[config.mk]
export PLATFORM = sky130hd
export DESIGN_NAME = playfield_sprite_video_generator
export DESIGN_NICKNAME = d
export VERILOG_FILES = /design/src/sv/pfsv_pkg.sv /design/src/sv/pfsv_pixel.sv /design/src/sv/pfsv_regfile.sv /design/src/sv/playfield_sprite_video_generator.sv
export VERILOG_INCLUDE_DIRS = /design/src /design/src/sv
export SDC_FILE = /design/constraint.sdc
export NUM_CORES = 1
export LEC_CHECK = 0
export BUFFER_PORTS_ARGS = -buffer_cell sky130_fd_sc_hd__buf_2
export CAP_MARGIN = 20
export CORE_ASPECT_RATIO = 1.2
export CORE_MARGIN = 2
export CORE_UTILIZATION = 30
export CTS_CLUSTER_DIAMETER = 30
export CTS_CLUSTER_SIZE = 20
export DETAILED_ROUTE_END_ITERATION = 8
export HOLD_SLACK_MARGIN = 0.08
export PLACE_DENSITY = 0.43
export RECOVER_POWER = 100
export SLEW_MARGIN = 20
export SYNTH_ARGS = -nofsm -noshare
export SYNTH_HDL_FRONTEND = slang
export SYNTH_HIERARCHICAL = 1
export SYNTH_SLANG_ARGS = --single-unit
export TNS_END_PERCENT = 20
[constraint.sdc]
create_clock -name aclk -period 10.53 [get_ports aclk]
set_input_delay 1.5795 -clock aclk [delete_from_list [all_inputs] [get_ports aclk]]
set_output_delay 1.5795 -clock aclk [all_outputs]
set_load 0.02 [all_outputs]
[src/sv/playfield_sprite_video_generator_macros.svh]
// ----------------------------------------------------------------------------
// Assertion macros for the playfield and sprite video generator
// Shared helpers for concurrent checks in the RTL.
// ----------------------------------------------------------------------------
`ifndef PLAYFIELD_SPRITE_VIDEO_GENERATOR_MACROS_SVH
`define PLAYFIELD_SPRITE_VIDEO_GENERATOR_MACROS_SVH

// Same-cycle implication, checked out of reset.
`define PFSV_ASSERT_IMPL(lbl, ante, cons, msg) \
    lbl: assert property (@(posedge aclk) disable iff (!aresetn) (ante) |-> (cons)) \
        else $error(msg);

// Next-cycle implication, checked out of reset.
`define PFSV_ASSERT_NEXT(lbl, ante, cons, msg) \
    lbl: assert property (@(posedge aclk) disable iff (!aresetn) (ante) |=> (cons)) \
        else $error(msg);

`endif

[src/sv/pfsv_pkg.sv]
// ----------------------------------------------------------------------------
// Package for the playfield and sprite video generator
// Shared types, register map codes and small lookup functions.
// ----------------------------------------------------------------------------
package pfsv_pkg;

    localparam int LINE_PIXELS    = 228;
    localparam int BLANK_PIXELS   = 68;
    localparam int VISIBLE_PIXELS = 160;
    localparam int HALF_PIXELS    = VISIBLE_PIXELS / 2;

    // Item kinds.
    localparam logic [1:0] OP_TICK  = 2'd0;
    localparam logic [1:0] OP_WRITE = 2'd1;
    localparam logic [1:0] OP_READ  = 2'd2;

    // Write register map.
    localparam logic [5:0] A_VSYNC  = 6'd0;
    localparam logic [5:0] A_VBLANK = 6'd1;
    localparam logic [5:0] A_WSYNC  = 6'd2;
    localparam logic [5:0] A_RSYNC  = 6'd3;
    localparam logic [5:0] A_NUSIZ0 = 6'd4;
    localparam logic [5:0] A_NUSIZ1 = 6'd5;
    localparam logic [5:0] A_COLUP0 = 6'd6;
    localparam logic [5:0] A_COLUBK = 6'd9;
    localparam logic [5:0] A_CTRLPF = 6'd10;
    localparam logic [5:0] A_REFP0  = 6'd11;
    localparam logic [5:0] A_REFP1  = 6'd12;
    localparam logic [5:0] A_PF0    = 6'd13;
    localparam logic [5:0] A_PF1    = 6'd14;
    localparam logic [5:0] A_PF2    = 6'd15;
    localparam logic [5:0] A_RESP0  = 6'd16;
    localparam logic [5:0] A_RESP1  = 6'd17;
    localparam logic [5:0] A_RESM0  = 6'd18;
    localparam logic [5:0] A_RESM1  = 6'd19;
    localparam logic [5:0] A_RESBL  = 6'd20;
    localparam logic [5:0] A_GRP0   = 6'd27;
    localparam logic [5:0] A_GRP1   = 6'd28;
    localparam logic [5:0] A_ENAM0  = 6'd29;
    localparam logic [5:0] A_ENAM1  = 6'd30;
    localparam logic [5:0] A_ENABL  = 6'd31;
    localparam logic [5:0] A_HMP0   = 6'd32;
    localparam logic [5:0] A_HMBL   = 6'd36;
    localparam logic [5:0] A_VDELP0 = 6'd37;
    localparam logic [5:0] A_VDELP1 = 6'd38;
    localparam logic [5:0] A_VDELBL = 6'd39;
    localparam logic [5:0] A_RESMP0 = 6'd40;
    localparam logic [5:0] A_RESMP1 = 6'd41;
    localparam logic [5:0] A_HMOVE  = 6'd42;
    localparam logic [5:0] A_HMCLR  = 6'd43;
    localparam logic [5:0] A_CXCLR  = 6'd44;

    // Read map (low four address bits).
    localparam logic [3:0] R_INPT4 = 4'd12;
    localparam logic [3:0] R_INPT5 = 4'd13;

    // Configuration register indexes.
    localparam logic CFG_PLAYER_OFS = 1'b0;
    localparam logic CFG_SMALL_OFS  = 1'b1;

    // Architectural state of the video generator.
    typedef struct packed {
        logic [7:0]       line_cnt;
        logic [19:0]      pf_left;
        logic             mirror;
        logic             score;
        logic             pf_pri;
        logic [3:0][7:0]  colour;
        logic [1:0][8:0]  p_pos;
        logic [1:0][7:0]  p_shape;
        logic [1:0][7:0]  p_held;
        logic [1:0]       p_refl;
        logic [1:0]       p_vdel;
        logic [1:0][8:0]  copy_pat;
        logic [1:0][2:0]  stretch;
        logic [1:0][8:0]  m_pos;
        logic [1:0][3:0]  m_width;
        logic [1:0]       m_on;
        logic [8:0]       bl_pos;
        logic [3:0]       bl_width;
        logic [2:0]       bl_flags;   // enable, held, delay
        logic [4:0][3:0]  motion;
        logic [1:0]       sync;       // vsync, vblank
        logic [14:0]      coll;
    } vid_state_t;

    // Side results of a register write.
    typedef struct packed {
        logic       frame_sync;
        logic [6:0] stall;
    } wr_result_t;

    // Pixel stage results.
    typedef struct packed {
        logic        blank;
        logic [7:0]  color;
        logic [14:0] hits;
    } pix_result_t;

    function automatic logic [8:0] copy_lut(input logic [2:0] n);
        case (n)
            3'd1:    copy_lut = 9'b000000101;
            3'd2:    copy_lut = 9'b000010001;
            3'd3:    copy_lut = 9'b000010101;
            3'd4:    copy_lut = 9'b100000001;
            3'd6:    copy_lut = 9'b100010001;
            default: copy_lut = 9'd0;
        endcase
    endfunction

    function automatic logic [2:0] stretch_lut(input logic [2:0] n);
        case (n)
            3'd5:    stretch_lut = 3'd2;
            3'd7:    stretch_lut = 3'd4;
            default: stretch_lut = 3'd1;
        endcase
    endfunction

    function automatic logic [7:0] rev8(input logic [7:0] b);
        logic [7:0] r;
        for (int i = 0; i < 8; i++) begin
            r[7 - i] = b[i];
        end
        return r;
    endfunction

    // Position after a motion strobe, kept within the visible line.
    function automatic logic [8:0] moved(input logic [8:0] pos, input logic [3:0] nib);
        logic signed [10:0] v;
        v = $signed({2'b00, pos}) - $signed({{7{nib[3]}}, nib});
        if (v < 0) begin
            v = v + 11'sd160;
        end else if (v >= 11'sd480) begin
            v = v - 11'sd480;
        end else if (v >= 11'sd320) begin
            v = v - 11'sd320;
        end else if (v >= 11'sd160) begin
            v = v - 11'sd160;
        end
        return v[8:0];
    endfunction

    // Collision or fire-button read byte.
    function automatic logic [7:0] read_byte(input logic [14:0] c, input logic [3:0] a,
                                             input logic f0, input logic f1);
        logic [7:0] r;
        r = 8'd0;
        case (a)
            4'd0: r = {c[0],  c[1],  6'h02};
            4'd1: r = {c[2],  c[3],  6'h02};
            4'd2: r = {c[4],  c[5],  6'h02};
            4'd3: r = {c[6],  c[7],  6'h02};
            4'd4: r = {c[8],  c[9],  6'h02};
            4'd5: r = {c[10], c[11], 6'h02};
            4'd6: r = {c[12], 1'b0,  6'h02};
            4'd7: r = {c[13], c[14], 6'h02};
            R_INPT4: r = {~f0, 7'd0};
            R_INPT5: r = {~f1, 7'd0};
            default: r = 8'd0;
        endcase
        return r;
    endfunction

endpackage

[src/sv/pfsv_pixel.sv]
// ----------------------------------------------------------------------------
// Pixel generator
// Object hit tests, priority colour choice and collision hits for one tick.
// ----------------------------------------------------------------------------
module pfsv_pixel (
    input  pfsv_pkg::vid_state_t  st,
    output pfsv_pkg::pix_result_t res
);
    import pfsv_pkg::*;

    logic signed [8:0]  x;
    logic signed [10:0] d;
    logic [10:0]        lim;
    logic [2:0]         idx;
    logic [1:0]         sh;
    logic [7:0]         shown;
    logic [7:0]         cidx;
    logic [1:0]         p_hit, m_hit;
    logic               bl, bl_en, pf;
    logic [39:0]        field;
    logic [19:0]        right;
    logic [7:0]         pfc;
    logic [10:0]        bd;

    assign x = $signed({1'b0, st.line_cnt}) - 9'sd68;

    // Players and missiles.
    always_comb begin
        d     = '0;
        lim   = '0;
        idx   = '0;
        sh    = '0;
        shown = '0;
        cidx  = '0;
        for (int k = 0; k < 2; k++) begin
            p_hit[k] = 1'b0;
            m_hit[k] = 1'b0;
            shown = st.p_vdel[k] ? st.p_held[k] : st.p_shape[k];
            d = {{2{x[8]}}, x} - $signed({2'b00, st.p_pos[k]});
            sh = (st.stretch[k] == 3'd4) ? 2'd2 : ((st.stretch[k] == 3'd2) ? 2'd1 : 2'd0);
            if (!d[10]) begin
                if (st.copy_pat[k] == 9'd0) begin
                    lim = 11'd8 << sh;
                    idx = 3'(d >>> sh);
                    if (d < $signed(lim)) begin
                        p_hit[k] = st.p_refl[k] ? shown[idx] : shown[3'd7 - idx];
                    end
                end else begin
                    cidx = d[10:3];
                    idx  = d[2:0];
                    if (cidx < 8'd9 && st.copy_pat[k][cidx[3:0]]) begin
                        p_hit[k] = st.p_refl[k] ? shown[idx] : shown[3'd7 - idx];
                    end
                end
            end
            d = {{2{x[8]}}, x} - $signed({2'b00, st.m_pos[k]});
            if (st.m_on[k] && !d[10]) begin
                if (st.copy_pat[k] == 9'd0) begin
                    m_hit[k] = d < $signed({7'd0, st.m_width[k]});
                end else begin
                    cidx = d[10:3];
                    if (cidx < 8'd9 && st.copy_pat[k][cidx[3:0]]) begin
                        m_hit[k] = {1'b0, d[2:0]} < st.m_width[k];
                    end
                end
            end
        end
    end

    // Ball and playfield.
    always_comb begin
        bl_en = st.bl_flags[2] ? st.bl_flags[1] : st.bl_flags[0];
        bd    = {{2{x[8]}}, x} - $signed({2'b00, st.bl_pos});
        bl    = bl_en && !bd[10] && (bd < $signed({7'd0, st.bl_width}));
        right = st.pf_left;
        if (st.mirror) begin
            for (int i = 0; i < 20; i++) begin
                right[19 - i] = st.pf_left[i];
            end
        end
        field = {right, st.pf_left};
        pf    = !x[8] && (x[7:2] < 6'd40) && field[x[7:2]];
        pfc   = st.score ? ((x < 9'sd80) ? st.colour[0] : st.colour[1]) : st.colour[2];
    end

    // Priority colour and collision hits, suppressed in vertical blank.
    always_comb begin
        res.blank = st.sync[1];
        res.hits  = '0;
        res.color = '0;
        if (!st.sync[1]) begin
            res.hits = {m_hit[0] & m_hit[1], p_hit[0] & p_hit[1], bl & pf,
                        m_hit[1] & bl, m_hit[1] & pf, m_hit[0] & bl, m_hit[0] & pf,
                        p_hit[1] & bl, p_hit[1] & pf, p_hit[0] & bl, p_hit[0] & pf,
                        m_hit[1] & p_hit[1], m_hit[1] & p_hit[0],
                        m_hit[0] & p_hit[0], m_hit[0] & p_hit[1]};
            if (st.pf_pri && pf) begin
                res.color = pfc;
            end else if (st.pf_pri && bl) begin
                res.color = st.colour[2];
            end else if (p_hit[0] || m_hit[0]) begin
                res.color = st.colour[0];
            end else if (p_hit[1] || m_hit[1]) begin
                res.color = st.colour[1];
            end else if (pf) begin
                res.color = pfc;
            end else if (bl) begin
                res.color = st.colour[2];
            end else begin
                res.color = st.colour[3];
            end
        end
    end

endmodule

[src/sv/pfsv_regfile.sv]
// ----------------------------------------------------------------------------
// Register file
// Holds the video state; applies ticks, register writes and configuration.
// ----------------------------------------------------------------------------
module pfsv_regfile (
    input  logic                  aclk,
    input  logic                  aresetn,
    input  logic                  cfg_we,
    input  logic                  cfg_sel,
    input  logic [3:0]            cfg_val,
    input  logic                  fire,
    input  logic [1:0]            op,
    input  logic [5:0]            addr,
    input  logic [7:0]            wdata,
    input  logic [14:0]           hits,
    output pfsv_pkg::vid_state_t  st,
    output pfsv_pkg::wr_result_t  wres
);
    import pfsv_pkg::*;

    vid_state_t  st_reg, st_next;
    vid_state_t  st_rst;
    logic [3:0]  p_ofs_reg, s_ofs_reg;
    logic [8:0]  p_reset, s_reset;
    logic [7:0]  remain;
    logic [15:0] prod;
    logic [6:0]  quot;
    logic [7:0]  lc_inc;
    logic [3:0]  add;

    assign st = st_reg;

    // Configuration registers.
    always_ff @(posedge aclk) begin
        if (!aresetn) begin
            p_ofs_reg <= '0;
            s_ofs_reg <= '0;
        end else if (cfg_we) begin
            if (cfg_sel == CFG_PLAYER_OFS) begin
                p_ofs_reg <= cfg_val;
            end else begin
                s_ofs_reg <= cfg_val;
            end
        end
    end

    // Reset strobe positions; divide-by-three for the line sync stall.
    always_comb begin
        p_reset = (st_reg.line_cnt < 8'(BLANK_PIXELS)) ? 9'd3 :
                  9'(st_reg.line_cnt - 8'(BLANK_PIXELS)) + {5'd0, p_ofs_reg};
        s_reset = (st_reg.line_cnt < 8'(BLANK_PIXELS)) ? 9'd2 :
                  9'(st_reg.line_cnt - 8'(BLANK_PIXELS)) + {5'd0, s_ofs_reg};
        remain  = 8'(LINE_PIXELS) - st_reg.line_cnt;
        prod    = {8'd0, remain} * 16'd171;
        quot    = prod[15:9];
        lc_inc  = (st_reg.line_cnt == 8'(LINE_PIXELS - 1)) ? 8'd0 : st_reg.line_cnt + 8'd1;
    end

    // Next state for the accepted item.
    always_comb begin
        st_next = st_reg;
        wres    = '0;
        add     = '0;
        if (fire && op == OP_TICK) begin
            st_next.coll     = st_reg.coll | hits;
            st_next.line_cnt = lc_inc;
        end else if (fire && op == OP_WRITE) begin
            unique case (addr) inside
                A_VSYNC: begin
                    wres.frame_sync = st_reg.sync[0] && !wdata[1];
                    st_next.sync[0] = wdata[1];
                end
                A_VBLANK: st_next.sync[1] = wdata[1];
                A_WSYNC: begin
                    if (st_reg.line_cnt != 8'd0) begin
                        wres.stall = quot;
                    end
                end
                A_RSYNC: st_next.line_cnt = 8'(LINE_PIXELS - 3);
                A_NUSIZ0, A_NUSIZ1: begin
                    st_next.m_width[addr[0]]  = 4'd1 << wdata[5:4];
                    st_next.copy_pat[addr[0]] = copy_lut(wdata[2:0]);
                    st_next.stretch[addr[0]]  = stretch_lut(wdata[2:0]);
                end
                [A_COLUP0:A_COLUBK]: st_next.colour[2'(addr - A_COLUP0)] = wdata;
                A_CTRLPF: begin
                    st_next.mirror   = wdata[0];
                    st_next.score    = wdata[1];
                    st_next.pf_pri   = wdata[2];
                    st_next.bl_width = 4'd1 << wdata[5:4];
                end
                A_REFP0: st_next.p_refl[0] = wdata[3];
                A_REFP1: st_next.p_refl[1] = wdata[3];
                A_PF0:   st_next.pf_left[3:0]   = wdata[7:4];
                A_PF1:   st_next.pf_left[11:4]  = rev8(wdata);
                A_PF2:   st_next.pf_left[19:12] = wdata;
                A_RESP0: st_next.p_pos[0] = p_reset;
                A_RESP1: st_next.p_pos[1] = p_reset;
                A_RESM0: st_next.m_pos[0] = s_reset;
                A_RESM1: st_next.m_pos[1] = s_reset;
                A_RESBL: st_next.bl_pos   = s_reset;
                A_GRP0: begin
                    st_next.p_shape[0] = wdata;
                    st_next.p_held[1]  = st_reg.p_shape[1];
                end
                A_GRP1: begin
                    st_next.p_shape[1]  = wdata;
                    st_next.p_held[0]   = st_reg.p_shape[0];
                    st_next.bl_flags[1] = st_reg.bl_flags[0];
                end
                A_ENAM0: st_next.m_on[0] = wdata[1];
                A_ENAM1: st_next.m_on[1] = wdata[1];
                A_ENABL: st_next.bl_flags[0] = wdata[1];
                [A_HMP0:A_HMBL]: st_next.motion[3'(addr - A_HMP0)] = wdata[7:4];
                A_VDELP0: st_next.p_vdel[0] = wdata[1];
                A_VDELP1: st_next.p_vdel[1] = wdata[1];
                A_VDELBL: st_next.bl_flags[2] = wdata[1];
                A_RESMP0, A_RESMP1: begin
                    add = (st_reg.stretch[addr[0]] == 3'd4) ? 4'd10 :
                          ((st_reg.stretch[addr[0]] == 3'd2) ? 4'd6 : 4'd3);
                    if (wdata[1]) begin
                        st_next.m_pos[addr[0]] = st_reg.p_pos[addr[0]] + {5'd0, add};
                    end
                end
                A_HMOVE: begin
                    st_next.p_pos[0] = moved(st_reg.p_pos[0], st_reg.motion[0]);
                    st_next.p_pos[1] = moved(st_reg.p_pos[1], st_reg.motion[1]);
                    st_next.m_pos[0] = moved(st_reg.m_pos[0], st_reg.motion[2]);
                    st_next.m_pos[1] = moved(st_reg.m_pos[1], st_reg.motion[3]);
                    st_next.bl_pos   = moved(st_reg.bl_pos, st_reg.motion[4]);
                end
                A_HMCLR: st_next.motion = '0;
                A_CXCLR: st_next.coll   = '0;
                default: ;
            endcase
        end
    end

    // Power-up values of the video state.
    always_comb begin
        st_rst          = '0;
        st_rst.stretch  = {3'd1, 3'd1};
        st_rst.m_width  = {4'd1, 4'd1};
        st_rst.bl_width = 4'd1;
    end

    // State register.
    always_ff @(posedge aclk) begin
        if (!aresetn) begin
            st_reg <= st_rst;
        end else begin
            st_reg <= st_next;
        end
    end

endmodule

[src/sv/playfield_sprite_video_generator.sv]
// ----------------------------------------------------------------------------
// Playfield and sprite video generator
// Top level: input register, pixel and register logic, result register.
// ----------------------------------------------------------------------------
// Items (pixel tick, register write, register read) enter on the s_ stream
// and each gives exactly one result on the m_ stream, in order.
// An accepted request is held in the input register and processed from there
// against the current state once the result register is free; the result is
// then registered in the result register, which drives m_tvalid.
// Throughput is one item per cycle: the input register refills while the
// result register is taken, limited only by the receiver.
// When the receiver stalls, the result register holds, the input register
// holds its item, and s_tready drops once both are full.
// The cfg_ channel writes the two reset-offset registers; the user must write
// them only while the block is idle, which the block itself does not enforce; cfg_ready is always high.
// Reset (aresetn low, synchronous) clears both stream stages and returns all
// video state to its power-up values; no clearing pass is needed.
// ----------------------------------------------------------------------------
module playfield_sprite_video_generator (
    input  logic        aclk,
    input  logic        aresetn,
    input  logic        s_tvalid,
    output logic        s_tready,
    input  logic [23:0] s_tdata,   // opcode, reg_addr, write_data, fire_zero, fire_one
    output logic        m_tvalid,
    input  logic        m_tready,
    output logic [39:0] m_tdata,   // pixel_valid, pixel_blank, pixel_x, pixel_color,
                                   // read_data, frame_sync, stall_cycles
    input  logic        cfg_valid,
    output logic        cfg_ready,
    input  logic        cfg_index,
    input  logic [3:0]  cfg_data
);
    import pfsv_pkg::*;

    `include "playfield_sprite_video_generator_macros.svh"

    logic        in_valid_reg, in_valid_next;
    logic [17:0] in_data_reg;
    logic        out_valid_reg, out_valid_next;
    logic [39:0] out_data_reg, out_data_next;
    logic        fire;
    logic [1:0]  op;
    logic [5:0]  addr;
    logic [7:0]  wdata;
    vid_state_t  st;
    wr_result_t  wres;
    pix_result_t pres;
    logic [8:0]  px;

    assign op    = in_data_reg[1:0];
    assign addr  = in_data_reg[7:2];
    assign wdata = in_data_reg[15:8];

    assign fire      = in_valid_reg && (!out_valid_reg || m_tready);
    assign s_tready  = !in_valid_reg || fire;
    assign cfg_ready = 1'b1;
    assign m_tvalid  = out_valid_reg;
    assign m_tdata   = out_data_reg;

    pfsv_pixel u_pixel (
        .st  (st),
        .res (pres)
    );

    pfsv_regfile u_regs (
        .aclk    (aclk),
        .aresetn (aresetn),
        .cfg_we  (cfg_valid),
        .cfg_sel (cfg_index),
        .cfg_val (cfg_data),
        .fire    (fire),
        .op      (op),
        .addr    (addr),
        .wdata   (wdata),
        .hits    (pres.hits),
        .st      (st),
        .wres    (wres)
    );

    // Result assembly.
    always_comb begin
        px            = 9'({1'b0, st.line_cnt} - 9'(BLANK_PIXELS));
        out_data_next = '0;
        case (op)
            OP_TICK: begin
                out_data_next[0]     = 1'b1;
                out_data_next[1]     = pres.blank;
                out_data_next[10:2]  = px;
                out_data_next[18:11] = pres.color;
            end
            OP_WRITE: begin
                out_data_next[27]    = wres.frame_sync;
                out_data_next[34:28] = wres.stall;
            end
            OP_READ: begin
                out_data_next[26:19] = read_byte(st.coll, addr[3:0],
                                                 in_data_reg[16], in_data_reg[17]);
            end
            default: ;
        endcase
        in_valid_next  = (in_valid_reg && !fire) || s_tvalid;
        out_valid_next = fire || (out_valid_reg && !m_tready);
    end

    // Stream stage registers.
    always_ff @(posedge aclk) begin
        if (!aresetn) begin
            in_valid_reg  <= 1'b0;
            out_valid_reg <= 1'b0;
        end else begin
            if (s_tready) begin
                in_valid_reg <= in_valid_next;
            end
            out_valid_reg <= out_valid_next;
        end
    end

    always_ff @(posedge aclk) begin
        if (s_tvalid && s_tready) begin
            in_data_reg <= s_tdata[17:0];
        end
        if (fire) begin
            out_data_reg <= out_data_next;
        end
    end

    `PFSV_ASSERT_IMPL(a_line_range, 1'b1, st.line_cnt < 8'(LINE_PIXELS), "line counter out of range")
    `PFSV_ASSERT_NEXT(a_fire_result, fire, out_valid_reg, "processed item gave no result")
    `PFSV_ASSERT_IMPL(a_nonpixel_zero, out_valid_reg && !out_data_reg[0], out_data_reg[18:1] == 18'd0, "pixel fields set on non-tick")
    `PFSV_ASSERT_IMPL(a_stall_range, out_valid_reg, out_data_reg[34:28] <= 7'd76, "stall count too large")

endmodule

# == Word-level counts from Yosys, hierarchy flattened ==
# Index checks and enable logic that the tools add are counted.
# totals
ff_bits,285
latchBits,0
mem_bits_rw,0
romBits,0
inputBits,34
output_inout_bits,43
elab_cells,479
memories,0
# op_classes
n_addsub,43
n_mul,1
div_mod_pow,0
order_cmp,57
n_eq_ne,55
shifts,5
muxes,150
bitwise,26
reduce_logical,87
# op_table
operator,count
9-bit two-way mux,28
222-bit two-way mux,1
8-bit two-way mux,19
"11-bit by 10-bit greater-or-equal comparator with 1-bit output, second input constant",10
"9-bit subtractor, second input constant",10
8-bit case mux with 10 select lines,1
3-bit AND reduction,22
"6-bit by 5-bit equality test with 1-bit output, second input constant",10
"11-bit by 9-bit greater-or-equal comparator with 1-bit output, second input constant",5
"11-bit by 1-bit < comparator with 1-bit output, second input constant",5
10-bit by 4-bit subtractor with 11-bit output,5
9-bit by 10-bit subtractor with 11-bit output,5
9-bit case mux with 2 select lines,3
9-bit case mux with 3 select lines,2
"6-bit equality test, second input constant",8
1-bit two-way mux,46
"9-bit adder, second input constant",5
15-bit two-way mux,3
9-bit case mux with 5 select lines,1
"9-bit by 6-bit subtractor with 9-bit output, second input constant",5
20-bit case mux with 2 select lines,1
18-bit bitwise mux,2
"6-bit by 4-bit equality test with 1-bit output, second input constant",6
"3-bit by 4-bit < comparator with 1-bit output, second input constant",9
83 further kinds,212

# == Depth between registers and ports, before layout ==
# Gate-level depths: netlist (run 1).
# depth
depth_word,16
mapped_depth,23

# == Hierarchy ==
# The synthesis (run 1) kept the hierarchy.
# by_module_without_submodules
module,n_inst,cells_per_inst,area_per_inst_um2,seq_area_each_um2
pfsv_regfile,1,1958,16055.4,4604.4
pfsv_pixel,1,720,5709.2,0.0
playfield_sprite_video_generator,1,141,2084.5,1481.4

# == Least setup slack after synthesis (run 1) ==
# No wires, ideal clock.
# synth_path
path_kind,reg2reg
startpoint,"register u_regs.st_reg, in the netlist u_regs/st[215]"
endpoint,"register out_data_reg[34] (netlist: m_tdata[34]), data pin"
t_arrival_ps,5124
t_required_ps,10275
slack_ps,5151
path_stages_with_launch,22
n_path_buf,0
period_less_slack_ps,5379
path_cell_list,dfxtp_1 inv_1 ha_1 a21oi_1 o21ai_0 xnor2_1 ha_1 inv_1 fa_1 fa_1 inv_1 ha_1 a21o_1 a21o_1 a21oi_1 o21ai_0 a31oi_1 o21bai_1 a21oi_1 xor2_1 nor2_1 and2_1
# synth_between
elab_chain_len,3
elab_cells_between_ends,5
cone_classes,1 x add/sub; 1 x mul; 1 x bitwise; 2 x reduce/logical
# synth_rtl
item,line_no,text
from (decl),pfsv_regfile.sv:21,"vid_state_t st_reg, st_next;"
from (signal assigned),pfsv_regfile.sv:150,st_reg <= st_rst;
from (signal assigned),pfsv_regfile.sv:152,st_reg <= st_next;
"parallel branches: the longest is 3 deep, another holds 8-bit by 8-bit multiplier with 16-bit output",-,
to (signal assigned),playfield_sprite_video_generator.sv:124,out_data_reg <= out_data_next;
to (decl),playfield_sprite_video_generator.sv:41,"logic [39:0] out_data_reg, out_data_next;"
# Several ways; the timed one is not identified.
# A chain may end at the register's enable or synchronous reset.

# == Worst setup path after layout (run 1) ==
# layout_path
startpoint,input port aresetn
endpoint,"register u_regs.st_reg, in the netlist u_regs/st[101]"
# layout_rtl
item,line_no,text
from (decl),playfield_sprite_video_generator.sv:21,"input logic aresetn,"
# No word-level cell between the ends.

==> results of run 1 <==
## placed cells by master (no fill, tap or decap), types with 28 or more instances in the layout
| cell type | Yosys | final |
|---|---|---|
| edfxtp_1 | 48 | 48 |
| inv_1 | 202 | 203 |
| mux2i_1 | 129 | 129 |
| nand3_1 | 80 | 80 |
| clkbuf_1 | 96 | 52 |
| a31oi_1 | 29 | 29 |
| nor2_1 | 213 | 212 |
| buf_4 | 14 | 28 |
| clkbuf_16 | 0 | 80 |
| nor2b_1 | 100 | 100 |
| mux4_2 | 45 | 45 |
| xnor2_1 | 76 | 76 |
| o21ai_0 | 137 | 141 |
| o21a_1 | 32 | 32 |
| a21o_1 | 35 | 35 |
| nand2_1 | 230 | 230 |
| ha_1 | 212 | 212 |
| dfxtp_1 | 232 | 231 |
| a21boi_0 | 68 | 68 |
| nand2b_1 | 31 | 31 |
| a21oi_1 | 176 | 176 |
| nor3_1 | 64 | 62 |
| and3_1 | 28 | 29 |
| xor2_1 | 28 | 28 |
## tightest hold or removal path: cells and delay by family, from the launching register on
| family | cells | cell delay (ns) |
|---|---|---|
| AOI/OAI and AO/OA | 1 | 0.04 |
| DFF | 1 | 0.32 |
| and+or+nand+nor | 1 | 0.07 |
## per-stage QoR
stage,setup slack [ns],utilization [%]
2_1_floorplan,5.15,-
3_3_place_gp,4.50,31.9
3_5_place_dp,4.38,32.0
4_1_cts,4.34,35.5
5_1_grt,2.29,35.3
6_report,3.02,35.3
## synth_stat cells, drive strengths merged (12+ instances only)
cell type	n	area, um^2
a211oi	25	213
a21oi	182	933
and3	29	186
nand2b	32	208
buf	36	228
fa	24	480
xor2	31	294
a21o	37	280
o21ai	163	835
nor2b	101	634
inv	206	773
or2	14	90.1
xnor2	78	698
edfxtp	48	1440
clkbuf	96	360
o21bai	18	139
nor3	66	340
nor4	13	81.3
dfxtp	232	4640
a22oi	12	104
o21a	33	249
a21boi	73	548
or3	22	138
mux2	24	300
mux2i	129	1290
nand2	232	876
nor3b	20	150
o211ai	23	178
mux4	45	1010
ha	212	2650
a31oi	31	215
and2	43	273
nand3	81	410
nor2	213	800
## power by group through the flow
stage,Combinational [mW],Clock (mW),Sequential [mW]
final,0.290,2.47,1.12
after global routing,0.323,2.57,1.12
after CTS,0.292,2.52,1.12
after detailed placement,0.290,0,1.14
after global placement,0.284,0,1.14
after floorplan,0.202,0,1.14
## worst paths after layout
path / end / slack (ns) / from
hold reg to reg: u_regs/st[3] / 0.47 / u_regs/st[3]
setup / recovery: u_regs/st[101] / 3.02 / aresetn
hold / removal: u_regs/st[3] / 0.47 / u_regs/st[3]
setup reg to reg: m_tdata[11] / 3.36 / u_regs/st[216]
## cell type report
cell class | instances | area [um^2] | area share (%)
inverters | 206 | 773 | 2.78
clock inverters | 41 | 582 | 2.09
flip-flops and latches | 280 | 6090 | 21.9
clock buffers | 97 | 2180 | 7.81
multi-input cells | 2210 | 16400 | 59.0
repair buffers | 97 | 508 | 1.82
well taps | 1035 | 1290 | 4.65
## routing by layer
layer	GRT usage [%]	vias up
li1	-	10300
met1	22.1	10200
met2	33.5	477
met3	2.60	138
met4	7.17	0
met5	0	-
## cell families (layout without fill, tap and decap cells)
group | Yosys count | after routing | share of synthesized area [%]
flip-flops | 280 | 280 | 25.5
adder cells (fa/ha/maj) | 236 | 236 | 13.1
multiplexers | 198 | 198 | 10.9
AND/OR/NAND/NOR | 916 | 916 | 19.3
XOR/XNOR | 109 | 109 | 4.16
buffers and inverters | 338 | 441 | 5.71
AO/OA/AOI/OAI | 740 | 740 | 21.2
other | 2 | 11 | 0.0315
==> results.md, run 1 <==
* Initial core utilization at 30.2%
* Fin crit period at 7.51 ns
* Starting DRT DRC Count at 1,258
* Die width at 261 um
* Largest net degree at the start of global routing at 118
* Relative slew slack at -181%
* Initial antenna violation count at 0
* Worst-path maximum fanout at 117
* Critical path depth at 3
* Synthesized flop and latch total at 280
* Psw at 0.924 mW
* CP startpoint kind: primary input
* Outcome: finished, violations left
* Total negative slack at 0 ns
* Hold_ws at 0.467 ns
* Mapped Cells at 2,819
* Chip height at 313 um
* Drt first pass iters at 5
* Slowest Stage Delay on Critical Path at 3.11 ns
* Comb power frac at 7.5%
* Post CTS Setup Buffer Count at 0
* Placed Area at 25,200 um^2
* Routed wl met3 at 3280 um
* Via count at 21,100
* Clock-pin slew on the worst setup and hold paths at 0.04 ns
* Ys Warns at 6
* Critical path, cell by cell: clkbuf_1, clkbuf_1, and3_1
* Net Sw Frac at 23.8%
* Synth unique cells at 123
* Final WL at 77,100 um
* Longest Clk Path Bufs at 3
* Power per cell area at 139 nW/um^2
* Fin crit share at 71.3%
* WL met1 at 32,800 um
* Max Cap Viol at 5
* Critical Path RT at 11.05 ns
* Final Wtd Congestion at 0.876
* Min-delay worst type: reg -> reg
* Slew @ Worst Pin at 4.21 ns
* Number of fill cells in the layout at 8,087
* Core Box Area at 78,900 um^2
* CTS buffer count at 75
* Post-Syn Area per Cell at 8.46 um^2
* Drc violations at 0
* Sequential share of power at 28.9%
* Worst Clk Skew at 0.0216 ns
* Worst hold stages at 2
* Port Buf Inserts at 59
* H-Tree Level Count at 3
* Clock Sink Count at 280
* Synth-to-layout area growth at 16.8%
* First-pass GRT wire length at 119,000 um
* Failing checks: max-capacitance violations, max-slew violations
* GRT Total Usage at 18.6%
* Critical Path Most Common Cell: clkbuf_1
* Routed wire length on met2 at 38,300 um
* TritonCTS clock tree: built
* Clock power frac at 63.6%
* CTS Hold Bufs at 0
* Lkg Pwr at 10.8 nW
* Family with the most delay on the worst path: buffers and inverters
* Worst path slowest cell: clkbuf_1
* Ant diodes at 0
* Synth Flop Type: dfxtp_1
* Layout Cells excl Fill at 3,966
* Crit path buf inv count at 2
* Crit path kind: in -> reg
* Dpl hpwl at 56,800 um
* Vias in the first global route at 21,400
* Row count at 113
* Internal Power at 2.96 mW
* Drt wl/cell at 19.4 um
* Die area at 81,800 um^2
* Sequential area share after synthesis at 25.5%
* Nets at 3,140
* RSZ-0062 raised after global routing: no
* Arrival @ worst endpoint at 8.03 ns
* Count of flip-flops with a built-in enable after synthesis at 48
* Final setup vio count at 0
* Worst reg2reg path depth at 16
* Cts repair resizes at 0
* Synth Cell Area at 23,800 um^2
* Layout cell share with drive strength beyond 1 at 11.0%
* Critical Path End Type: flop
* Top-level I/O count at 77
* Insertion delay to the later sink of the worst-skew pair at 0.60 ns
* Final hold vios at 0
* Total Power at 3.88 mW
* CTS root buffer: clkbuf_16
* FMAX at 133 MHz
* Vias per inst at 5.31
* Async SR Flop Fraction at 0%
* # placed instances at 3,827
* GR Overflow Total at 0
* VDD IR-drop max at 0.129 mV
* Design Area, Final at 27,800 um^2
* Slew Viols, Final at 288
* DR top layer: met4
* Antenna viol nets, final at 0
Note: power is estimated with default switching activity, not from simulation.
==> run 2, diff against run 1 <==
ABC_AREA = 1   (was not set)
PLACE_DENSITY = 0.45   (was 0.43)
clock period = 6.85 ns   (was 10.53 ns; I/O delays follow)
==> run 2 against run 1 <==
Net effect: the flow still finishes with violations (max-capacitance violations, max-slew violations); area after synthesis is 1.2% higher; sequential share of layout area hardly changed; critical path depth is 19 higher; clock power is 42% higher; final cell count is 22% higher; total power is 46% higher; first-iteration DRC count is 5.2% higher; wire length is 5.0% higher; critical path type is now reg -> reg; highest routed layer unchanged.
==> results.md, run 2 <==
* Final hold vios at 0 (unchanged)
* Final WL at 81,000 um (+5.0%)
* FMAX at 174 MHz
* First-pass GRT wire length at 126,000 um (+5.6%)
* Largest net degree at the start of global routing at 89 (-25%)
* Layout cell share with drive strength beyond 1 at 8.13% (-2.9 points)
* Antenna viol nets, final at 0 (unchanged)
* Placed Area at 25,400 um^2 (+0.72%)
* CP startpoint kind: flop
* Synth-to-layout area growth at 15.2%
* Failing checks: max-capacitance violations, max-slew violations
* Arrival @ worst endpoint at 6.18 ns (-1.85 ns)
* Vias in the first global route at 22,200 (+3.9%)
* Synthesized flop and latch total at 280 (unchanged)
* Final setup vio count at 0 (unchanged)
* Max Cap Viol at 4 (-1)
* Drc violations at 0 (unchanged)
* Reg2reg setup slack at 1.12 ns (-2.24 ns)
* Hold_ws at 0.432 ns (-0.0347 ns)
* Slew Viols, Final at 213 (-26%)
* Commonest non-fill, non-tap cells in the layout: nand2_1 (784), inv_1 (563), nor2_1 (397), nand3_1 (317), a21oi_1 (284)
* Final Wtd Congestion at 0.858 (-2.2%)
* Crit path kind: reg -> reg
* CTS buffer count at 76 (+1.3%)
* Synth unique cells at 71 (-42%)
* Critical Path Source: u_regs/st[216]
* Async SR Flop Fraction at 0% (unchanged)
* Chip height at 315 um (+0.58%)
* Critical Path RT at 7.30 ns (-3.75 ns)
* Top-level I/O count at 77 (unchanged)
* Most frequent cell after synthesis: nand2_1
* RSZ-0062 raised after global routing: no
* FF-to-FF End: m_tdata[11]
* Critical Path End Type: flop
* Clock-pin slew on the worst setup and hold paths at 0.05 ns (about the same)
* Outcome: finished, violations left
* Area share of the largest cell type after synthesis at 19.2% (-0.23 points)
* Sequential area share after synthesis at 25.2% (-0.30 points)
* Row count at 113 (unchanged)
* Core Box Area at 79,500 um^2 (+0.72%)
* Initial core utilization at 30.4% (+0.14 points)
* Synth Cell Area at 24,100 um^2 (+1.2%)
* Fin crit share at 83.7%
* Post-Syn Area per Cell at 6.54 um^2 (-23%)
* R2r startpoint: u_regs/st[216]
* TritonCTS clock tree: built
* Worst Clk Skew at 0.0236 ns (+0.00195 ns)
* Min-delay worst type: reg -> reg
* Ys Warns at 6 (unchanged)
* Port Buf Inserts at 59 (unchanged)
* Slew @ Worst Pin at 3.73 ns (-0.479 ns)
* Dominant cells by area after synthesis: dfxtp_1 (19%), nand2_1 (12%), ha_1 (11%)
* Leading area contributor after synthesis: dfxtp_1
* Commonest cells post-synth: nand2_1 (782), inv_1 (558), nor2_1 (393), nand3_1 (316), a21oi_1 (278)
* Ant diodes at 0 (unchanged)
* Total negative slack at 0 ns (unchanged)
* Die width at 263 um (+0.58%)
* H-Tree Level Count at 3 (unchanged)
* Starting DRT DRC Count at 1,323 (+5.2%)
* Layout Cells excl Fill at 4,838 (+22%)
* Drt first pass iters at 5 (unchanged)
* Drt wl/cell at 16.7 um (-14%)
* Clock Sink Count at 280 (unchanged)
* Critical Path End: m_tdata[11]
* Post CTS Setup Buffer Count at 0 (unchanged)
* Via count at 23,300 (+11%)
* # placed instances at 4,704 (+23%)
* Power per cell area at 203 nW/um^2 (+46%)
* Fin crit period at 5.73 ns
* Mapped Cells at 3,687 (+31%)
* Synth Flop Type: dfxtp_1
* Cts repair resizes at 0 (unchanged)
* Fin util at 35.0% (-0.30 points)
* Die area at 82,700 um^2 (+1.2%)
* Commonest non-fill, non-tap cell in the layout: nand2_1
* GRT Total Usage at 19.2% (+0.58 points)
* Design Area, Final at 27,800 um^2 (-0.13%)
* Vias per inst at 4.82 (-9.2%)
* Dpl hpwl at 61,000 um (+7.4%)
* Nets at 4,017 (+28%)
* Insertion delay to the later sink of the worst-skew pair at 0.59 ns (about the same)
* Longest Clk Path Bufs at 3 (unchanged)
* Worst-path maximum fanout at 27 (-77%)
* Relative slew slack at -149% (+32 points)
* GR Overflow Total at 0 (unchanged)
* Count of flip-flops with a built-in enable after synthesis at 48 (unchanged)
* Worst reg2reg path depth at 22 (+6)
* Initial antenna violation count at 0 (unchanged)
* VDD IR-drop max at 0.141 mV (+9.2%)
* Lkg Pwr at 12.7 nW (+18%)
* CTS root buffer: clkbuf_16
* CTS Hold Bufs at 0 (unchanged)
==> run 2: changes by cell type after synthesis, moves of 37 or more <==
cell      previous run  this run
mux4_2              45         0
mux2i_1            129         4
o21ai_0            137       255
and2_1              41         1
nor2b_1            100         0
xnor2_1             76        12
nor3_1              64        26
a21boi_0            68         2
nor2_1             213       393
inv_1              202       558
nand2_1            230       782
a21oi_1            176       278
nand2_2              2        39
nand3_1             80       316
==> run 2: critical path, cell delays in order (launching register included) <==
cell	delay [ns]
dfxtp_1	0.30
inv_1	0.75
ha_1	0.54
inv_1	0.44
buf_4	0.30
ha_1	0.31
nand3_1	0.10
nand3_1	0.11
xor2_1	0.30
inv_1	0.14
nor3_1	0.19
nand3_1	0.09
nand2_1	0.07
nand4_1	0.08
nor2_1	0.38
nand2_1	0.42
nand2_1	0.39
nand2_1	0.09
nand3_1	0.08
nand2_1	0.07
a21oi_1	0.23
inv_1	0.07
nor2_1	0.10
==> run 2: report_power, final <==
part / switching, mW / internal, mW
combinational: 0.296 / 0.122
sequential: 0.0262 / 1.70
clock: 1.07 / 2.43
==> run 2: stage by stage <==
step / setup slack (ns) / power [mW]
after detailed placement: 1.55 / 2.18
after global placement: 1.57 / 2.18
final: 1.12 / 5.64
after floorplan: 1.98 / 2.05
after CTS: 1.53 / 5.71
after global routing: 0.534 / 5.87
==> run 2: area by class of cell <==
class / instances / area [um^2]
fillers: 8726 / 51600
inverters: 594 / 2230
clock inverters: 28 / 324
multi-input cells: 2715 / 15300
flip-flops and latches: 280 / 6090
well taps: 1035 / 1290
clock buffers: 106 / 2230
repair buffers: 80 / 383
==> run 2: how the worst min path moves through the flow <==
stage | startpoint | to | depth (start not counted)
after floorplan | u_regs/st[92] | u_regs/st[92] | 2
after global placement | u_regs/st[92] | u_regs/st[92] | 2
after detailed placement | u_regs/st[92] | u_regs/st[92] | 2
after CTS | u_regs/st[92] | u_regs/st[92] | 2
after global routing | flop | flop | 2
final | u_regs/st[92] | u_regs/st[92] | 2
==> run 2: cells by family after synthesis <==
group	Yosys count	share of synthesized area, %
simple gates	1665	29.9
compound gates	727	17.2
mux	4	0.166
xor+xnor	72	3.10
flops	280	25.2
other cells	2	0.0311
buf+inv	701	11.5
fa+ha+maj	236	13.0
==> run 2: per-layer routing <==
layer | vias to the layer above | wire length [um] | global-route usage (%)
li1 | 12100 | - | -
met1 | 10700 | 36500 | 23.7
met2 | 413 | 40000 | 34.9
met3 | 111 | 2660 | 2.27
met4 | 0 | 1890 | 5.38
met5 | - | 0 | 0
==> run 3, diff against run 2 <==
PLACE_DENSITY = 0.43   (was 0.45)
clock period = 5.5 ns   (was 6.85 ns; I/O delays follow)
==> run 3 against run 2 <==
Net effect: cell area is 0.24% higher; sequential cell count stayed put; critical endpoint unchanged; utilization rose by 0.083 points; die area unchanged; first-iteration DRC count grew 6.2%; the run still ends with max-capacitance violations, max-slew violations left; combinational power rose by 25%.
==> results.md, run 3 (same netlist as run 2, synthesis figures left out) <==
* Longest Clk Path Bufs at 3 (unchanged)
* Outcome: finished, violations left
* Synth-to-layout area growth at 15.5%
* CTS buffer count at 76 (unchanged)
* Power per cell area at 254 nW/um^2 (+25%)
* Layout Cells excl Fill at 4,851 (+0.27%)
* # placed instances at 4,715 (+0.23%)
* Fin crit share at 91.1% (+7.4 points)
* Initial antenna violation count at 0 (unchanged)
* Design Area, Final at 27,900 um^2 (+0.24%)
* Nets at 4,028 (+0.27%)
* Worst Clk Skew at 0.0196 ns (-0.00400 ns)
* First-pass GRT wire length at 128,000 um (+2.2%)
* Final setup vio count at 0 (unchanged)
* CTS Hold Bufs at 0 (unchanged)
* Arrival @ worst endpoint at 5.46 ns (-0.72 ns)
* Final WL at 82,000 um (+1.3%)
* Relative slew slack at -148% (+1.3 points)
* Drc violations at 0 (unchanged)
* Worst reg2reg path depth at 23 (+4.5%)
* Total negative slack at 0 ns (unchanged)
* Largest net degree at the start of global routing at 92 (+3.4%)
* Chip height at 315 um (unchanged)
* Max Cap Viol at 5 (+1)
* Cts repair resizes at 0 (unchanged)
* Fin crit period at 5.01 ns (-0.720 ns)
* Crit path kind: reg -> reg
* Dpl hpwl at 62,900 um (+3.0%)
* Number of fill cells in the layout at 8,798 (+0.83%)
* TritonCTS clock tree: built
* Final hold vios at 0 (unchanged)
* Commonest non-fill, non-tap cells in the layout: nand2_1 (784), inv_1 (564), nor2_1 (397), nand3_1 (317), a21oi_1 (285)
* Top-level I/O count at 77 (unchanged)
* RSZ-0062 raised after global routing: no
* Starting DRT DRC Count at 1,405 (+6.2%)
* Initial core utilization at 30.4% (unchanged)
* Ant diodes at 0 (unchanged)
* Insertion delay to the later sink of the worst-skew pair at 0.60 ns (about the same)
* Clock Sink Count at 280 (unchanged)
* Die area at 82,700 um^2 (unchanged)
* Lkg Pwr at 12.7 nW (+0.20%)
* Failing checks: max-capacitance violations, max-slew violations
* CP startpoint kind: flop
* Layout cell share with drive strength beyond 1 at 8.41% (+0.29 points)
* Final Wtd Congestion at 0.838 (-2.3%)
* Row count at 113 (unchanged)
* Commonest non-fill, non-tap cell in the layout: nand2_1
* Antenna viol nets, final at 0 (unchanged)
* Slew @ Worst Pin at 3.71 ns (-0.0197 ns)
* Worst-path maximum fanout at 21 (-22%)
* Placed Area at 25,500 um^2 (+0.33%)
* CTS root buffer: clkbuf_16
* VDD IR-drop max at 0.239 mV (+70%)
* Port Buf Inserts at 59 (unchanged)
* Post CTS Setup Buffer Count at 0 (unchanged)
* Drt first pass iters at 7 (+2)
* Vias per inst at 4.84 (+0.30%)
* Critical Path RT at 5.95 ns (-1.35 ns)
* Critical Path End Type: flop
* Clock-pin slew on the worst setup and hold paths at 0.04 ns (about the same)
* FMAX at 200 MHz (+14%)
* H-Tree Level Count at 3 (unchanged)
* Vias in the first global route at 22,900 (+3.1%)
* GRT Total Usage at 19.6% (+0.46 points)
* GR Overflow Total at 0 (unchanged)
* Fin util at 35.1% (+0.083 points)
* Die width at 263 um (unchanged)
* Worst hold stages at 1 (-1)
* Slew Viols, Final at 231 (+8.5%)
* Drt wl/cell at 16.9 um (+1.0%)
* Via count at 23,500 (+0.57%)
* Core Box Area at 79,500 um^2 (unchanged)
* Min-delay worst type: in -> reg
run 3: cell count changes in the layout (fill, tap and decap cells not counted), sizes merged:
| cell | delta |
|---|---|
| buf | +14 |
| bufinv | +2 |
| clkinvlp | +8 |
| clkbuf | -11 |
run 3: power breakdown:
group	total [mW]	internal (mW)	switching, mW
registers	2.15	2.12	0.0325
clock network	4.40	3.03	1.37
logic	0.521	0.153	0.368
total	7.08	5.30	1.77
run 3: worst paths after layout:
kind	startpoint	endpoint	slack, ns
min reg2reg	u_regs/st[92]	u_regs/st[92]	0.43
max reg2reg	u_regs/st[216]	m_tdata[11]	0.49
max	u_regs/st[216]	m_tdata[11]	0.49
min	s_tdata[17]	in_data_reg[17]	0.41
run 3: layout make-up:
cell class                 count  area [um^2]  area share (%)
timing repair buffer          91          468            1.68
sequential                   280         6090            21.8
multi-input combinational   2715        15200            54.6
inverter                     594         2230            8.02
clock inverter                38          454            1.63
clock buffer                  98         2120            7.59
tap                         1035         1290            4.65
run 3: per-layer routing:
layer	GRT usage, %	share of wire [%]	up-vias	routed length [um]
li1	-	-	12200	-
met1	24.1	45	10800	36700
met2	36.2	50	396	41400
met3	2.14	3.1	77	2540
met4	5.18	1.6	0	1350
met5	0	0	-	0
run 3: per-stage QoR:
step	hold slack (ns)	setup WS [ns]	total power, mW
floorplan	0.415	0.630	2.55
global placement	0.425	0.555	2.72
detailed placement	0.427	0.540	2.72
CTS	0.369	0.526	7.19
global route	0.386	0.0203	7.37
finish	0.405	0.488	7.08
run 3: critical path, cell delays in order (launching register included):
cell and delay [ns]:
dfxtp_1 0.45, buf_4 0.30, inv_1 0.09, ha_1 0.23, xnor2_1 0.50, inv_2 0.29
ha_1 0.42, inv_1 0.08, xor2_1 0.36, inv_1 0.17, ha_1 0.31, o21ai_0 0.09
nand2_1 0.07, a211oi_1 0.27, nand3_1 0.11, nand2_1 0.10, nand2_2 0.16, nand2_2 0.19
nand2_1 0.07, nand3_1 0.06, nand2_1 0.07, a21oi_1 0.25, inv_1 0.09, nor2_1 0.10
